$ cat config.mk
export PLATFORM = sky130hd
export DESIGN_NAME = bgs_accum
export DESIGN_NICKNAME = d
export VERILOG_FILES = /design/src/design/bgs_pkg.sv /design/src/design/bgs_accum.sv
export SDC_FILE = /design/constraint.sdc
export NUM_CORES = 1
export LEC_CHECK = 0
export BUFFER_PORTS_ARGS = -buffer_cell sky130_fd_sc_hd__buf_2
export CORE_ASPECT_RATIO = 1.5
export CORE_MARGIN = 8
export CORE_UTILIZATION = 40
export DETAILED_ROUTE_END_ITERATION = 8
export GPL_TIMING_DRIVEN = 0
export PLACE_DENSITY = 0.69
export SLEW_MARGIN = 20
export SYNTH_ARGS = -nofsm -noshare
export SYNTH_HDL_FRONTEND = slang
export SYNTH_SLANG_ARGS = --single-unit
$ cat constraint.sdc
create_clock -name clk -period 6.2 [get_ports clk]
set_input_delay 0.93 -clock clk [delete_from_list [all_inputs] [get_ports clk]]
set_output_delay 0.93 -clock clk [all_outputs]
set_load 0.01 [all_outputs]
$ cat src/design/bgs_pkg.sv
package bgs_pkg;

    localparam int SITES   = 64;
    localparam int SITE_W  = $clog2(SITES);
    localparam int WADDR_W = 2 * SITE_W;
    localparam int VAL_W   = 16;
    localparam int ACC_W   = 24;
    localparam int PROB_W  = 16;
    localparam int LOGI_LAST = 32;

    localparam logic [2:0] FN_BIAS   = 3'd0;
    localparam logic [2:0] FN_WEIGHT = 3'd1;
    localparam logic [2:0] FN_SET    = 3'd2;
    localparam logic [2:0] FN_ASYNC  = 3'd3;
    localparam logic [2:0] FN_SYNC   = 3'd4;
    localparam logic [2:0] FN_COMMIT = 3'd5;

    // round(65536 / (1 + exp(-k/4)))
    localparam logic [PROB_W-1:0] LOGI_TAB [0:LOGI_LAST] = '{
        16'd32768, 16'd36843, 16'd40793, 16'd44511, 16'd47911, 16'd50941,
        16'd53581, 16'd55834, 16'd57724, 16'd59287, 16'd60565, 16'd61598,
        16'd62428, 16'd63090, 16'd63615, 16'd64030, 16'd64357, 16'd64614,
        16'd64816, 16'd64974, 16'd65097, 16'd65194, 16'd65269, 16'd65328,
        16'd65374, 16'd65410, 16'd65438, 16'd65459, 16'd65476, 16'd65489,
        16'd65500, 16'd65508, 16'd65514
    };

    typedef struct packed {
        logic en;     // accumulate this cycle
        logic first;  // start from the bias
        logic skip;   // diagonal term
        logic sub;    // neighbor bit is one
    } acc_ctrl_t;

    // clip a 26-bit signed value to the 24-bit accumulator range
    function automatic logic signed [ACC_W-1:0] sat_acc(input logic signed [ACC_W+1:0] v);
        logic ovf;
        ovf = (v[ACC_W+1:ACC_W-1] != 3'b000) && (v[ACC_W+1:ACC_W-1] != 3'b111);
        if (!ovf)
            return v[ACC_W-1:0];
        else if (v[ACC_W+1])
            return {1'b1, {(ACC_W-1){1'b0}}};
        else
            return {1'b0, {(ACC_W-1){1'b1}}};
    endfunction

    function automatic logic [PROB_W-1:0] logistic(input logic signed [ACC_W-1:0] d);
        logic [ACC_W-1:0] mag;
        logic [ACC_W-11:0] k;
        logic [5:0] idx;
        logic [PROB_W:0] p;
        mag = d[ACC_W-1] ? ACC_W'(-d) : ACC_W'(d);
        k   = mag[ACC_W-1:10];
        idx = (k > (ACC_W-10)'(LOGI_LAST)) ? 6'(LOGI_LAST) : k[5:0];
        if (d[ACC_W-1])
            p = 17'h10000 - {1'b0, LOGI_TAB[idx]};
        else
            p = {1'b0, LOGI_TAB[idx]};
        return p[PROB_W-1:0];
    endfunction

endpackage

$ cat src/design/bgs_accum.sv
module bgs_accum
    import bgs_pkg::*;
(
    input  logic                    clk,
    input  acc_ctrl_t               ctrl,
    input  logic signed [VAL_W-1:0] bias,
    input  logic signed [VAL_W-1:0] weight,
    output logic signed [ACC_W-1:0] acc
);

    logic signed [ACC_W-1:0] acc_reg;
    logic signed [ACC_W-1:0] acc_next;
    logic signed [ACC_W-1:0] base;
    logic signed [ACC_W+1:0] base_x;
    logic signed [ACC_W+1:0] w_x;

    always_comb
    begin
        base   = ctrl.first ? ACC_W'(bias) : acc_reg;
        base_x = (ACC_W+2)'(base);
        w_x    = (ACC_W+2)'(weight);
        if (ctrl.skip)
            acc_next = base;
        else if (ctrl.sub)
            acc_next = sat_acc(base_x - w_x);
        else
            acc_next = sat_acc(base_x + w_x);
    end

    always_ff @(posedge clk)
    begin
        if (ctrl.en)
            acc_reg <= acc_next;
    end

    assign acc = acc_reg;

endmodule

; After elaboration in Yosys (flattened, before gate mapping)
; Index checks and enable logic that the tools add are counted.
[totals]
regBits = 24
in_bits = 37
out_inout_bits = 24
[classes]
n_addsub = 2
n_eq_ne = 2
muxes = 7
n_reduce_logical = 4
[ops]
columns = op, count
row1 = two-way mux 24 bit, 7
row2 = adder 24 x 16 -> 25 bit, 1
row3 = subtractor 24 x 16 -> 25 bit, 1
row4 = "inequality test 3 bit, second input constant", 2
row5 = nonzero test 3 bit, 2
row6 = logical AND 1 bit, 2

; Logic depth before layout (Yosys ltp)
; Gate-level depths: netlist (run 1).
[logic_depth]
word_depth = 7
depth_mapped = 15
ltp_nobuf = 13

; Worst setup path before layout (run 1)
; No wires, ideal clock.
[synth_path]
kind = input to register
start = input ctrl[2] in the netlist's numbering
end = register acc_reg[14], in the netlist acc[14], data pin
setup_time_ps = 268
arrival_time_ps = 4137
t_required_ps = 5932
path_slack_ps = 1795
stages = 15
path_cell_list = clkbuf_1 buf_1 mux2_2 ha_1 buf_4 inv_1 o311ai_1 a2111oi_2 nor3_2 o41ai_4 a211o_1 buf_6 buf_8 a311oi_2 o31ai_1
[synth_between]
elab_chain_len = 7
word_cells_on_any_way = 15
[synth_lines]
columns = element, line
row1 = start: declaration, bgs_accum.sv:5  ; input acc_ctrl_t ctrl,
row2 = two-way mux 24 bit *, bgs_accum.sv:19  ; base = ctrl.first ? ACC_W'(bias) : acc_reg;
row3 = adder 24 x 16 -> 25 bit / subtractor 24 x 16 -> 25 bit (equally long branches), "bgs_accum.sv:27, bgs_accum.sv:25"
row4 = inequality test 3 bit / nonzero test 3 bit (equally long branches), bgs_pkg.sv:38  ; ovf = (v[ACC_W+1:ACC_W-1] != 3'b000) && (v[ACC_W+1:ACC_W-1] != 3'b111);
row5 = logical AND 1 bit, bgs_pkg.sv:38
row6 = two-way mux 24 bit, bgs_pkg.sv:39  ; if (!ovf)
row7 = two-way mux 24 bit, bgs_accum.sv:24  ; else if (ctrl.sub)
row8 = two-way mux 24 bit *, bgs_accum.sv:22  ; if (ctrl.skip)
row9 = via acc_next[14], bgs_accum.sv:12  ; logic signed [ACC_W-1:0] acc_next;
row10 = end signal: assignment, bgs_accum.sv:33  ; acc_reg <= acc_next;
row11 = end: declaration, bgs_accum.sv:11  ; logic signed [ACC_W-1:0] acc_reg;
; The timed path passes the listed nets; every way through them passes the cells marked *.
; A chain may end at the register's enable or synchronous reset.

; Worst setup path after layout (run 1)
[layout_path]
start = input ctrl[2] in the netlist's numbering
end = register acc_reg[18], in the netlist acc[18], data pin
; The elaborated chain is that of the path after synthesis.

==> results of run 1 <==
-- logic make-up (layout without fill, tap and decap cells) --
logic type / after synthesis / in the layout / synth area share
buf+inv: 87 / 149 / 0.09110
flops: 24 / 24 / 0.1566
xor+xnor: 31 / 31 / 0.05902
fa+ha+maj: 54 / 54 / 0.1501
compound gates: 212 / 212 / 0.3400
mux: 19 / 19 / 0.04650
simple gates: 148 / 148 / 0.1567
-- worst max-delay path, cell delays in order --
cell	delay, ps
clkbuf_1	250
buf_1	660
mux2_2	460
ha_1	280
buf_4	160
a2111o_1	140
o21ai_0	130
a211oi_1	570
o2111ai_2	300
o211ai_2	370
nand3b_1	310
buf_4	300
o211ai_1	230
a221oi_1	340
-- final cells by class --
type,instances,share of cell area
multi-input combinational,464,0.6676
sequential,24,0.1390
timing repair buffer,58,0.05600
buffer,37,0.04465
inverter,50,0.03621
tap,150,0.03621
clock buffer,3,0.01448
clock inverter,1,0.005793
-- stage by stage --
step	hold WS, ps	cells	setup slack, ps	utilization
finish	730.9	787	854.0	0.4567
global route	774.9	787	648.6	0.4567
CTS	727.3	787	874.9	0.4567
detailed placement	710.1	783	602.6	0.4474
global placement	707.0	783	574.5	0.4474
floorplan	759.2	575	1795	-
-- power by group through the flow --
stage	Combinational [mW]	Sequential, mW	Clock (mW)
2_1_floorplan	0.546	0.239	0
3_3_place_gp	0.753	0.226	0
3_5_place_dp	0.761	0.227	0
4_1_cts	0.767	0.224	0.207
5_1_grt	0.843	0.227	0.210
6_report	0.779	0.224	0.207
-- synth_stat cells, drive strengths merged, types with 2 or more instances --
master,instances
edfxtp,24
xnor2,26
inv,48
a2111o,2
o311ai,4
nor4,4
a21o,3
a211oi,21
xor2,5
clkinv,2
a21oi,49
mux2,16
nand4,2
nand2b,12
clkbuf,14
nand3,15
o211ai,10
a221oi,4
o21ai,25
a21boi,2
o21bai,8
fa,2
and2,3
a211o,3
a311oi,15
mux2i,3
o31ai,24
o22ai,2
buf,23
or3,4
o2111ai,2
a2111oi,8
o31a,3
ha,52
o21a,5
nor2b,6
nand2,38
nor2,38
nor3,19
and3,4
a31oi,12
-- how the worst max path moves through the flow --
stage	start	endpoint	slack, ps	cells after the start
detailed placement	ctrl[2]	acc[18]	600	14
finish	ctrl[2]	acc[18]	850	14
floorplan	ctrl[2]	acc[14]	1790	15
global route	ctrl[2]	acc[14]	650	14
CTS	ctrl[2]	acc[18]	870	14
global placement	ctrl[2]	acc[18]	570	14
-- routing by layer --
| metal | wire length, um | share of wire |
|---|---|---|
| met2 | 8432 | 0.52 |
| met4 | 935 | 0.057 |
| met5 | 0 | 0 |
| met3 | 759 | 0.047 |
| met1 | 6144 | 0.38 |
-- placed cells by master, fill, tap and decap left out, types with 3 or more instances in the layout --
master,instances
buf_4,9
or3_1,3
o211ai_1,9
clkbuf_16,3
o21bai_1,7
inv_1,48
o31a_1,3
nor2_1,38
o21ai_0,24
nand3_1,14
xor2_1,5
ha_1,52
nor3_1,17
a31oi_1,11
a311oi_1,13
buf_2,65
a221oi_1,4
and3_1,3
and2_1,3
mux2_2,16
nand2_1,38
nand2b_1,12
a2111oi_0,5
buf_6,5
a211oi_1,21
edfxtp_1,24
xnor2_1,26
a21o_1,3
a21oi_1,49
a211o_1,3
o31ai_1,24
o21a_1,5
clkbuf_1,13
nor2b_1,6
nor4_1,4
==> run metrics, run 1 <==
total gr overflow 0; pwr dens between 200 and 250 nW/um2; Pleak approximately 2.2 nW; Crit Path Class input port to flip-flop; Initial Utilization 0.4053; # rows 48; syn_nets 666; Layout area overhead 12.67%; Hold Path End acc[11]; Min-Delay Startpoint acc[11]; I/O pins 61; Highest Clock Rate around 190 MHz; Worst-Skew Late Latency between 200 and 300 ps; Final Wtd Congestion 0.9434; RSZ-0062 raised after global routing no; first-pass GRT wire length roughly 25000 um; DR vias ~4.7k; met1 Track Usage GR 0.2153; library cells used by synthesis 73; Cell Area, Synth 4601 um2; clock network power share 0.171; clk_skew approximately 4.3 ps; setup_tns 0 ps; worst vdd ir between 0.1 and 0.15 mV; dominant cells by area after synthesis edfxtp_1 16%, ha_1 14%, a21oi_1 5.3%; CTS buffer count 3; core box area around 11000 um2; Final ANT Viol Nets 0; switching share of power 0.4680; share of the synthesized area in the top cell type 0.1566; Worst Hold Depth 3; sequential share of power 0.185; Antenna Cells 0; initial antenna violation count 0; FF-to-FF setup slack between 2000 and 2500 ps; Multi-input gate area 3461 um2; Global Route met2 Usage 0.3809; worst-margin pin slew roughly 820 ps; CTS sink cnt 24; CTS max path bufs 2; final wirelength 16270 um; width of the chip 103.6 um; Comb pwr share 0.644; layout cell share with drive strength beyond 1 0.1884; min-delay worst type flip-flop to flip-flop; FF-to-FF End acc[18]; Slew headroom 0.4424; CTS tree built; Power Total roughly 1.2 mW; crit path DAT between 5000 and 6000 ps; GRT met3 Usage 0.02017; height of the die 147.4 um; Synth area leader edfxtp_1; number of synthesized flops with an enable pin 24; Internal Pwr Total around 0.64 mW; gr usage total 0.2054; max reg flops 24; DRC Markers 0; drt initial violations roughly 350; Setup Buffers After CTS 0; NetSw around 0.57 mW; Via-to-Cell Ratio slightly above 6; pins over their slew limit 0; vias in the first global route between 4k and 5k; Pre-antenna DRT Iters 7; Routed WL per cell 20.68 um; Post-Synthesis Cells around 580; post-route cell area ~5200 um2; register area 720.7 um2; H-tree depth 1; Post-synth ARST share 0; fin crit period 5346 ps; CP Capture Type flip-flop; grt peak-use layer met2; nets roughly 730; number of buffers inserted by hold repair at cts 0; CP required roughly 6300 ps; final hold violations 0; CP Launch Type input port; Max Cap Viol 0; die area approximately 15000 um2; I/O Buffers between 50 and 60; outcome complete, no violations; # fillers approximately 1.1k; cts repair resizes 0; root buf cell clkbuf_16; Post-synth top flop edfxtp_1; post-DP HPWL around 13000 um; Placed Area between 5000 and 6000 um2; setup violators final 0; crit-path max FO 10; sequential fraction of the synthesis area 0.1566; Syn. warnings 0; largest net degree at the start of global routing 25; Reg clk slew, reported paths 80 ps; Reg2Reg Depth 13; reg2reg start acc[17]; Mean Syn Cell Area 8.001 um2; final period utilization 0.8623; Yosys reg bits 24
No activity file was read; power rests on OpenSTA's default activity.
==> inputs of run 2 (changes only) <==
- CORE_ASPECT_RATIO: 1.5 -> unset
==> run 2 against run 1 <==
Compared with the run above:
- global-route usage decreased by 0.54 points
- die area fell by 0.47%
- first-iteration DRC count grew 3.7%
- final area down 0.75%
- critical path type unchanged
- largest cell class unchanged
==> run metrics, run 2 (synthesized netlist as in run 1, its figures left out) <==
Reg2Reg Depth 12 (was 13); RSZ-0062 raised after global routing no (unchanged); CTS buffer count 3 (unchanged); number of non-filler instances in the completed layout 779 (was 787); clk_skew 8.605 ps (was 4.265 ps); DRC Markers 0 (unchanged); height of the die 123.2 um (was 147.4 um); H-tree depth 1 (unchanged); Layout area overhead 11.83% (was 12.67%); Power Total 1.144 mW (was 1.209 mW); # rows 39 (was 48); cts repair resizes 0 (unchanged); DR vias 4765 (was 4749); width of the chip 123.2 um (was 103.6 um); Max Cap Viol 0 (unchanged); Hold Path End acc[11] (unchanged); Crit Path Class input port to flip-flop (unchanged); largest net degree at the start of global routing 25 (unchanged); Final Wtd Congestion 0.9079 (was 0.9434); pwr dens 222.4 nW/um2 (was 233.3 nW/um2); CP required 6270 ps (was 6300 ps); commonest non-fill, non-tap cells in the layout 65 x buf_2, 52 x ha_1, 49 x a21oi_1 (unchanged); crit-path max FO 10 (unchanged); Worst-Skew Late Latency 280 ps (about the same); Comb pwr share 0.664 (was 0.644); CTS tree built (unchanged); number of buffers inserted by hold repair at cts 0 (unchanged); worst vdd ir 0.1174 mV (was 0.1178 mV); vias in the first global route 4846 (was 4775); min-delay worst type flip-flop to flip-flop (unchanged); switching share of power 0.4758 (was 0.4680); Pleak 2.136 nW (was 2.151 nW); die area 15190 um2 (was 15260 um2); Multi-input gate area 3461 um2 (unchanged); Pre-antenna DRT Iters 5 (was 7); most frequent CP cell a211oi_1 (was buf_4); final hold violations 0 (unchanged); Slew headroom 0.5385 (was 0.4424); I/O pins 61 (unchanged); initial antenna violation count 0 (unchanged); first-pass GRT wire length 24430 um (was 25200 um); cell count after placement 776 (was 783); clock network power share 0.141 (was 0.171); cell family with most CP delay compound AO/OA/AOI/OAI gates (unchanged); Initial Utilization 0.4064 (was 0.4053); Bufs and invs on worst path 4 (unchanged); root buf cell clkbuf_16 (unchanged); Routed WL per cell 19.56 um (was 20.68 um); Reg clk slew, reported paths 80 ps (about the same); outcome complete, no violations (unchanged); sequential share of power 0.195 (was 0.185); crit path DAT 5330 ps (was 5450 ps); CP Launch Type input port (unchanged); Min-Delay Startpoint acc[11] (unchanged); core box area 11320 um2 (was 11350 um2); critical path cell sequence clkbuf_1 > buf_1 > mux2_2 > ha_1 > buf_4 > and3_1 > nand2_1 > a211oi_1 > o2111ai_2 > o211ai_2 > mux2i_2 > buf_2 > o21ai_1 > a211oi_1 (was clkbuf_1 > buf_1 > mux2_2 > ha_1 > buf_4 > a2111o_1 > o21ai_0 > a211oi_1 > o2111ai_2 > o211ai_2 > nand3b_1 > buf_4 > o211ai_1 > a221oi_1); nets 729 (unchanged); CTS sink cnt 24 (unchanged); drt initial violations 365 (was 352); Final ANT Viol Nets 0 (unchanged); CP max-delay cell buf_1 (unchanged); CTS max path bufs 2 (unchanged); pins over their slew limit 0 (unchanged); final period utilization 0.8479 (was 0.8623); final wirelength 15240 um (was 16270 um); Via-to-Cell Ratio 6.117 (was 6.034); layout cell share with drive strength beyond 1 0.1871 (was 0.1884); FF-to-FF setup slack 2180 ps (was 2100 ps); setup violators final 0 (unchanged); Setup Buffers After CTS 0 (unchanged); reg2reg start acc[2] (was acc[17]); FF-to-FF End acc[0] (was acc[18]); post-DP HPWL 11670 um (was 12710 um); # fillers 1175 (was 1135); gr usage total 0.2000 (was 0.2054); register area 720.7 um2 (unchanged); commonest non-fill, non-tap cell in the layout buf_2 (unchanged); NetSw 0.5445 mW (was 0.5660 mW); max reg flops 24 (unchanged); total gr overflow 0 (unchanged); fin crit period 5257 ps (was 5346 ps); worst-margin pin slew 674.8 ps (was 815.4 ps); Antenna Cells 0 (unchanged); Worst Hold Depth 3 (unchanged); crit-path max cell delay 570 ps (was 660 ps); I/O Buffers 58 (unchanged); Internal Pwr Total 0.5998 mW (was 0.6434 mW); setup_tns 0 ps (unchanged); Highest Clock Rate 190.2 MHz (was 187.1 MHz); CP Capture Type flip-flop (unchanged)
## run 2: changes by cell type in the layout (fill, tap and decap cells not counted), sizes merged
cell,delta
bufinv,-1
## run 2: worst max-delay path by stage
stage	depth (start not counted)	end	startpoint
floorplan	15	acc[14]	ctrl[2]
global placement	14	acc[19]	ctrl[2]
detailed placement	14	acc[19]	ctrl[2]
CTS	14	acc[0]	ctrl[2]
global route	14	acc[0]	ctrl[2]
finish	14	acc[0]	ctrl[2]
## run 2: worst min-delay path: stages (launching register included)
cell and delay (ps):
edfxtp_1 340, mux2_2 180, nand2_1 60, o31ai_1 50
## run 2: power by group through the flow
stage / clock network, mW / registers (mW) / logic [mW]
after floorplan: 0 / 0.239 / 0.546
after global placement: 0 / 0.225 / 0.734
after detailed placement: 0 / 0.227 / 0.744
after CTS: 0.161 / 0.223 / 0.749
after global routing: 0.166 / 0.227 / 0.832
final: 0.162 / 0.223 / 0.760
## run 2: area by class of cell
class	count	share of cell area
Tap cell	143	0.03478
Inverter	50	0.03648
Buffer	37	0.04499
Clock buffer	3	0.01459
Timing Repair Buffer	58	0.05642
Multi-Input combinational cell	464	0.6727
Sequential cell	24	0.1401
## run 2: layer usage
metal,track usage,share of wire,routed length (um)
met1,0.2713,0.45,6811
met2,0.3248,0.46,6944
met3,0.02237,0.077,1173
met4,0.06321,0.020,307
met5,0,0,0
## run 2: metrics by stage
step,setup WS [ps],util,cell area (um2),hold slack (ps)
3_3_place_gp,736.2,0.4478,5070,703.8
2_1_floorplan,1795,-,4601,759.2
5_1_grt,634.7,0.4545,5145,768.4
3_5_place_dp,671.2,0.4478,5070,716.3
4_1_cts,925.1,0.4545,5145,735.7
6_report,942.7,0.4545,5145,730.7
==> inputs of run 3 (changes only) <==
- ABC_AREA: unset -> 1
- PLACE_DENSITY: 0.69 -> 0.71
- clock period: 6.2 -> 4.3 ns (I/O delays scaled with it)
==> run 3 against run 2 <==
Compared with the run above:
- final area rose by 11%
- wire length rose by 15%
- synthesized cell count rose by 53%
- first-iteration DRC count rose by 33%
- largest cell class unchanged
==> run metrics, run 3 <==
core box area 12570 um2 (was 11320 um2); # rows 41 (was 39); Worst-Skew Late Latency 280 ps (about the same); width of the chip 129.4 um (was 123.2 um); Post-synth top cells 328 x nand2_1, 121 x inv_1, 66 x nor2_1 (was 52 x ha_1, 49 x a21oi_1, 48 x inv_1); min-delay worst type flip-flop to flip-flop (unchanged); Hold Slack 713.1 ps (was 730.7 ps); Comb pwr share 0.687 (was 0.664); CTS tree built (unchanged); commonest non-fill, non-tap cells in the layout 328 x nand2_1, 121 x inv_1, 66 x nor2_1 (was 65 x buf_2, 52 x ha_1, 49 x a21oi_1); gr usage total 0.2126 (was 0.2000); final hold violations 0 (unchanged); sequential share of power 0.180 (was 0.195); critical path cell sequence clkbuf_2 > clkbuf_4 > nand2_1 > o21ai_0 > ha_1 > inv_2 > nand2_1 > nor2_1 > nand2_1 > nor2_1 > nand2_1 > nand4_2 > nand2_2 > a21oi_4 > buf_6 > nand2_1 > nand3_1 > nand2_1 (was clkbuf_1 > buf_1 > mux2_2 > ha_1 > buf_4 > and3_1 > nand2_1 > a211oi_1 > o2111ai_2 > o211ai_2 > mux2i_2 > buf_2 > o21ai_1 > a211oi_1); Antenna Cells 0 (unchanged); vias in the first global route 5289 (was 4846); DRC Markers 0 (unchanged); Cell Area, Synth 5141 um2 (was 4601 um2); syn_nets 969 (was 666); final period utilization 0.9392; max reg flops 24 (unchanged); Reg clk slew, reported paths 90 ps (was 80 ps); pins over their slew limit 0 (unchanged); pre-CTS setup slack -629.8 ps (was 671.2 ps); Pre-antenna DRT Iters 5 (unchanged); initial antenna violation count 0 (unchanged); final wirelength 17580 um (was 15240 um); dominant cells by area after synthesis nand2_1 24%, edfxtp_1 14%, ha_1 13% (was edfxtp_1 16%, ha_1 14%, a21oi_1 5.3%); library cells used by synthesis 36 (was 73); setup violators final 0 (unchanged); Hold Path End acc[11] (unchanged); setup_tns 0 ps (unchanged); nets 1032 (was 729); Post-Synthesis Cells 878 (was 575); Layout area overhead 11.39% (was 11.83%); Via-to-Cell Ratio 5.081 (was 6.117); first-pass GRT wire length 27720 um (was 24430 um); pwr dens 309.0 nW/um2 (was 222.4 nW/um2); Routed WL per cell 15.82 um (was 19.56 um); DR vias 5645 (was 4765); share of the synthesized area in the top cell type 0.2395 (was 0.1566); total gr overflow 0 (unchanged); die area 16740 um2 (was 15190 um2); post-route cell area 5727 um2 (was 5145 um2); Post-synth ARST share 0 (unchanged); fin crit period 4039 ps; Syn. warnings 0 (unchanged); NetSw 0.9256 mW (was 0.5445 mW); H-tree depth 1 (unchanged); top-count cell post-synth nand2_1 (was ha_1); Min-Delay Startpoint acc[11] (unchanged); worst-margin pin slew 658.7 ps (was 674.8 ps); switching share of power 0.5230 (was 0.4758); largest net degree at the start of global routing 25 (unchanged); clk_skew 12.57 ps (was 8.605 ps); Post-synth top flop edfxtp_1 (unchanged); post-DP HPWL 14430 um (was 11670 um); reg2reg start acc[19] (was acc[2]); RSZ-0062 raised after global routing no (unchanged); outcome complete, no violations (unchanged); crit-path max FO 10 (unchanged); crit-path max cell delay 470 ps (was 570 ps); Crit Path Class input port to flip-flop (unchanged); CP Launch Type input port (unchanged); post-route setup slack 261.5 ps (was 942.7 ps); Max Cap Viol 0 (unchanged); Yosys reg bits 24 (unchanged); FF-to-FF End acc[22] (was acc[0]); Slew headroom 0.5609 (was 0.5385); number of buffers inserted by hold repair at cts 0 (unchanged); most frequent CP cell nand2_1 (was a211oi_1); CP Capture Type flip-flop (unchanged); crit path DAT 4070 ps (was 5330 ps); worst vdd ir 0.1550 mV (was 0.1174 mV); CTS buffer count 3 (unchanged); Initial Utilization 0.4091 (was 0.4064); CTS sink cnt 24 (unchanged); CP required 4330 ps (was 6270 ps); cts repair resizes 2 (was 0); Reg2Reg Depth 16 (was 12); cell count after placement 1108 (was 776); FF-to-FF setup slack 1020 ps (was 2180 ps); layout cell share with drive strength beyond 1 0.1491 (was 0.1871); root buf cell clkbuf_16 (unchanged); clock network power share 0.133 (was 0.141); number of non-filler instances in the completed layout 1111 (was 779); commonest non-fill, non-tap cell in the layout nand2_1 (was buf_2); Pleak 3.211 nW (was 2.136 nW); CP max-delay cell ha_1 (was buf_1); I/O Buffers 58 (unchanged); Synth area leader nand2_1 (was edfxtp_1); Placed Area 5647 um2 (was 5070 um2); Worst Hold Depth 3 (unchanged); number of synthesized flops with an enable pin 24 (unchanged); I/O pins 61 (unchanged); Setup Buffers After CTS 0 (unchanged); Highest Clock Rate 247.6 MHz; Mean Syn Cell Area 5.856 um2 (was 8.001 um2); Final ANT Viol Nets 0 (unchanged); Internal Pwr Total 0.8440 mW (was 0.5998 mW); drt initial violations 486 (was 365); Final Wtd Congestion 0.9646 (was 0.9079); height of the die 129.4 um (was 123.2 um); sequential fraction of the synthesis area 0.1402 (was 0.1566); CTS max path bufs 2 (unchanged)
## run 3: cell count changes in the layout (fill, tap and decap cells not counted), moves of 18 or more
| cell | change |
|---|---|
| inv_1 | +73 |
| xor2_1 | +18 |
| o31ai_1 | -24 |
| nand3_1 | +48 |
| nand2_1 | +290 |
| a211oi_1 | -20 |
| nor2_1 | +28 |
| xnor2_1 | -24 |
## run 3: how the worst max path moves through the flow
stage	from	end	slack, ps
floorplan	ctrl[2]	acc[22]	780
global placement	ctrl[2]	acc[22]	-600
detailed placement	ctrl[2]	acc[22]	-630
CTS	ctrl[2]	acc[22]	230
global route	ctrl[2]	acc[18]	50
finish	ctrl[2]	acc[22]	260
## run 3: routing by layer
layer  share of wire  routed length, um  vias to the layer above  track usage
met4           0.014                249                        0      0.04630
met2            0.45               7944                      184       0.3480
met1            0.46               8117                     2555       0.2901
li1                -                  -                     2892            -
met5               0                  0                        -            0
met3           0.072               1265                       14      0.02794
## run 3: worst max-delay path: cells and delay by family
kind	cells	cell delay [ps]
compound gates	2	530
buf+inv	4	830
simple gates	11	1570
fa+ha+maj	1	470
## run 3: logic make-up (layout without fill, tap and decap cells)
logic type	count (synthesis)	after routing	share of synthesized area
buffers and inverters	157	218	0.1321
multiplexers	13	13	0.02847
AND/OR/NAND/NOR	516	516	0.4247
XOR/XNOR	25	25	0.04259
adder cells (fa/ha/maj)	54	54	0.1343
flip-flops	24	24	0.1402
AO/OA/AOI/OAI	89	89	0.09759
## run 3: power by group through the flow
stage | clock (mW) | sequential, mW | combinational, mW
2_1_floorplan | 0 | 0.341 | 0.860
3_3_place_gp | 0 | 0.322 | 1.19
3_5_place_dp | 0 | 0.324 | 1.19
4_1_cts | 0.240 | 0.318 | 1.20
5_1_grt | 0.246 | 0.324 | 1.36
6_report | 0.236 | 0.318 | 1.22
## run 3: through the flow
stage                       util  power, mW
final                     0.4557      1.770
after global routing      0.4557      1.928
after CTS                 0.4555      1.759
after detailed placement  0.4493      1.518
after global placement    0.4493      1.510
after floorplan                -      1.201
## run 3: layout make-up
| class | instances | area, um2 |
|---|---|---|
| tap | 172 | 215.2 |
| buffer | 25 | 188.9 |
| multi-input combinational | 697 | 3741 |
| inverter | 132 | 495.5 |
| fill | 1378 | 6842 |
| clock buffer | 3 | 75.07 |
| sequential | 24 | 720.7 |
| timing repair buffer | 58 | 290.3 |
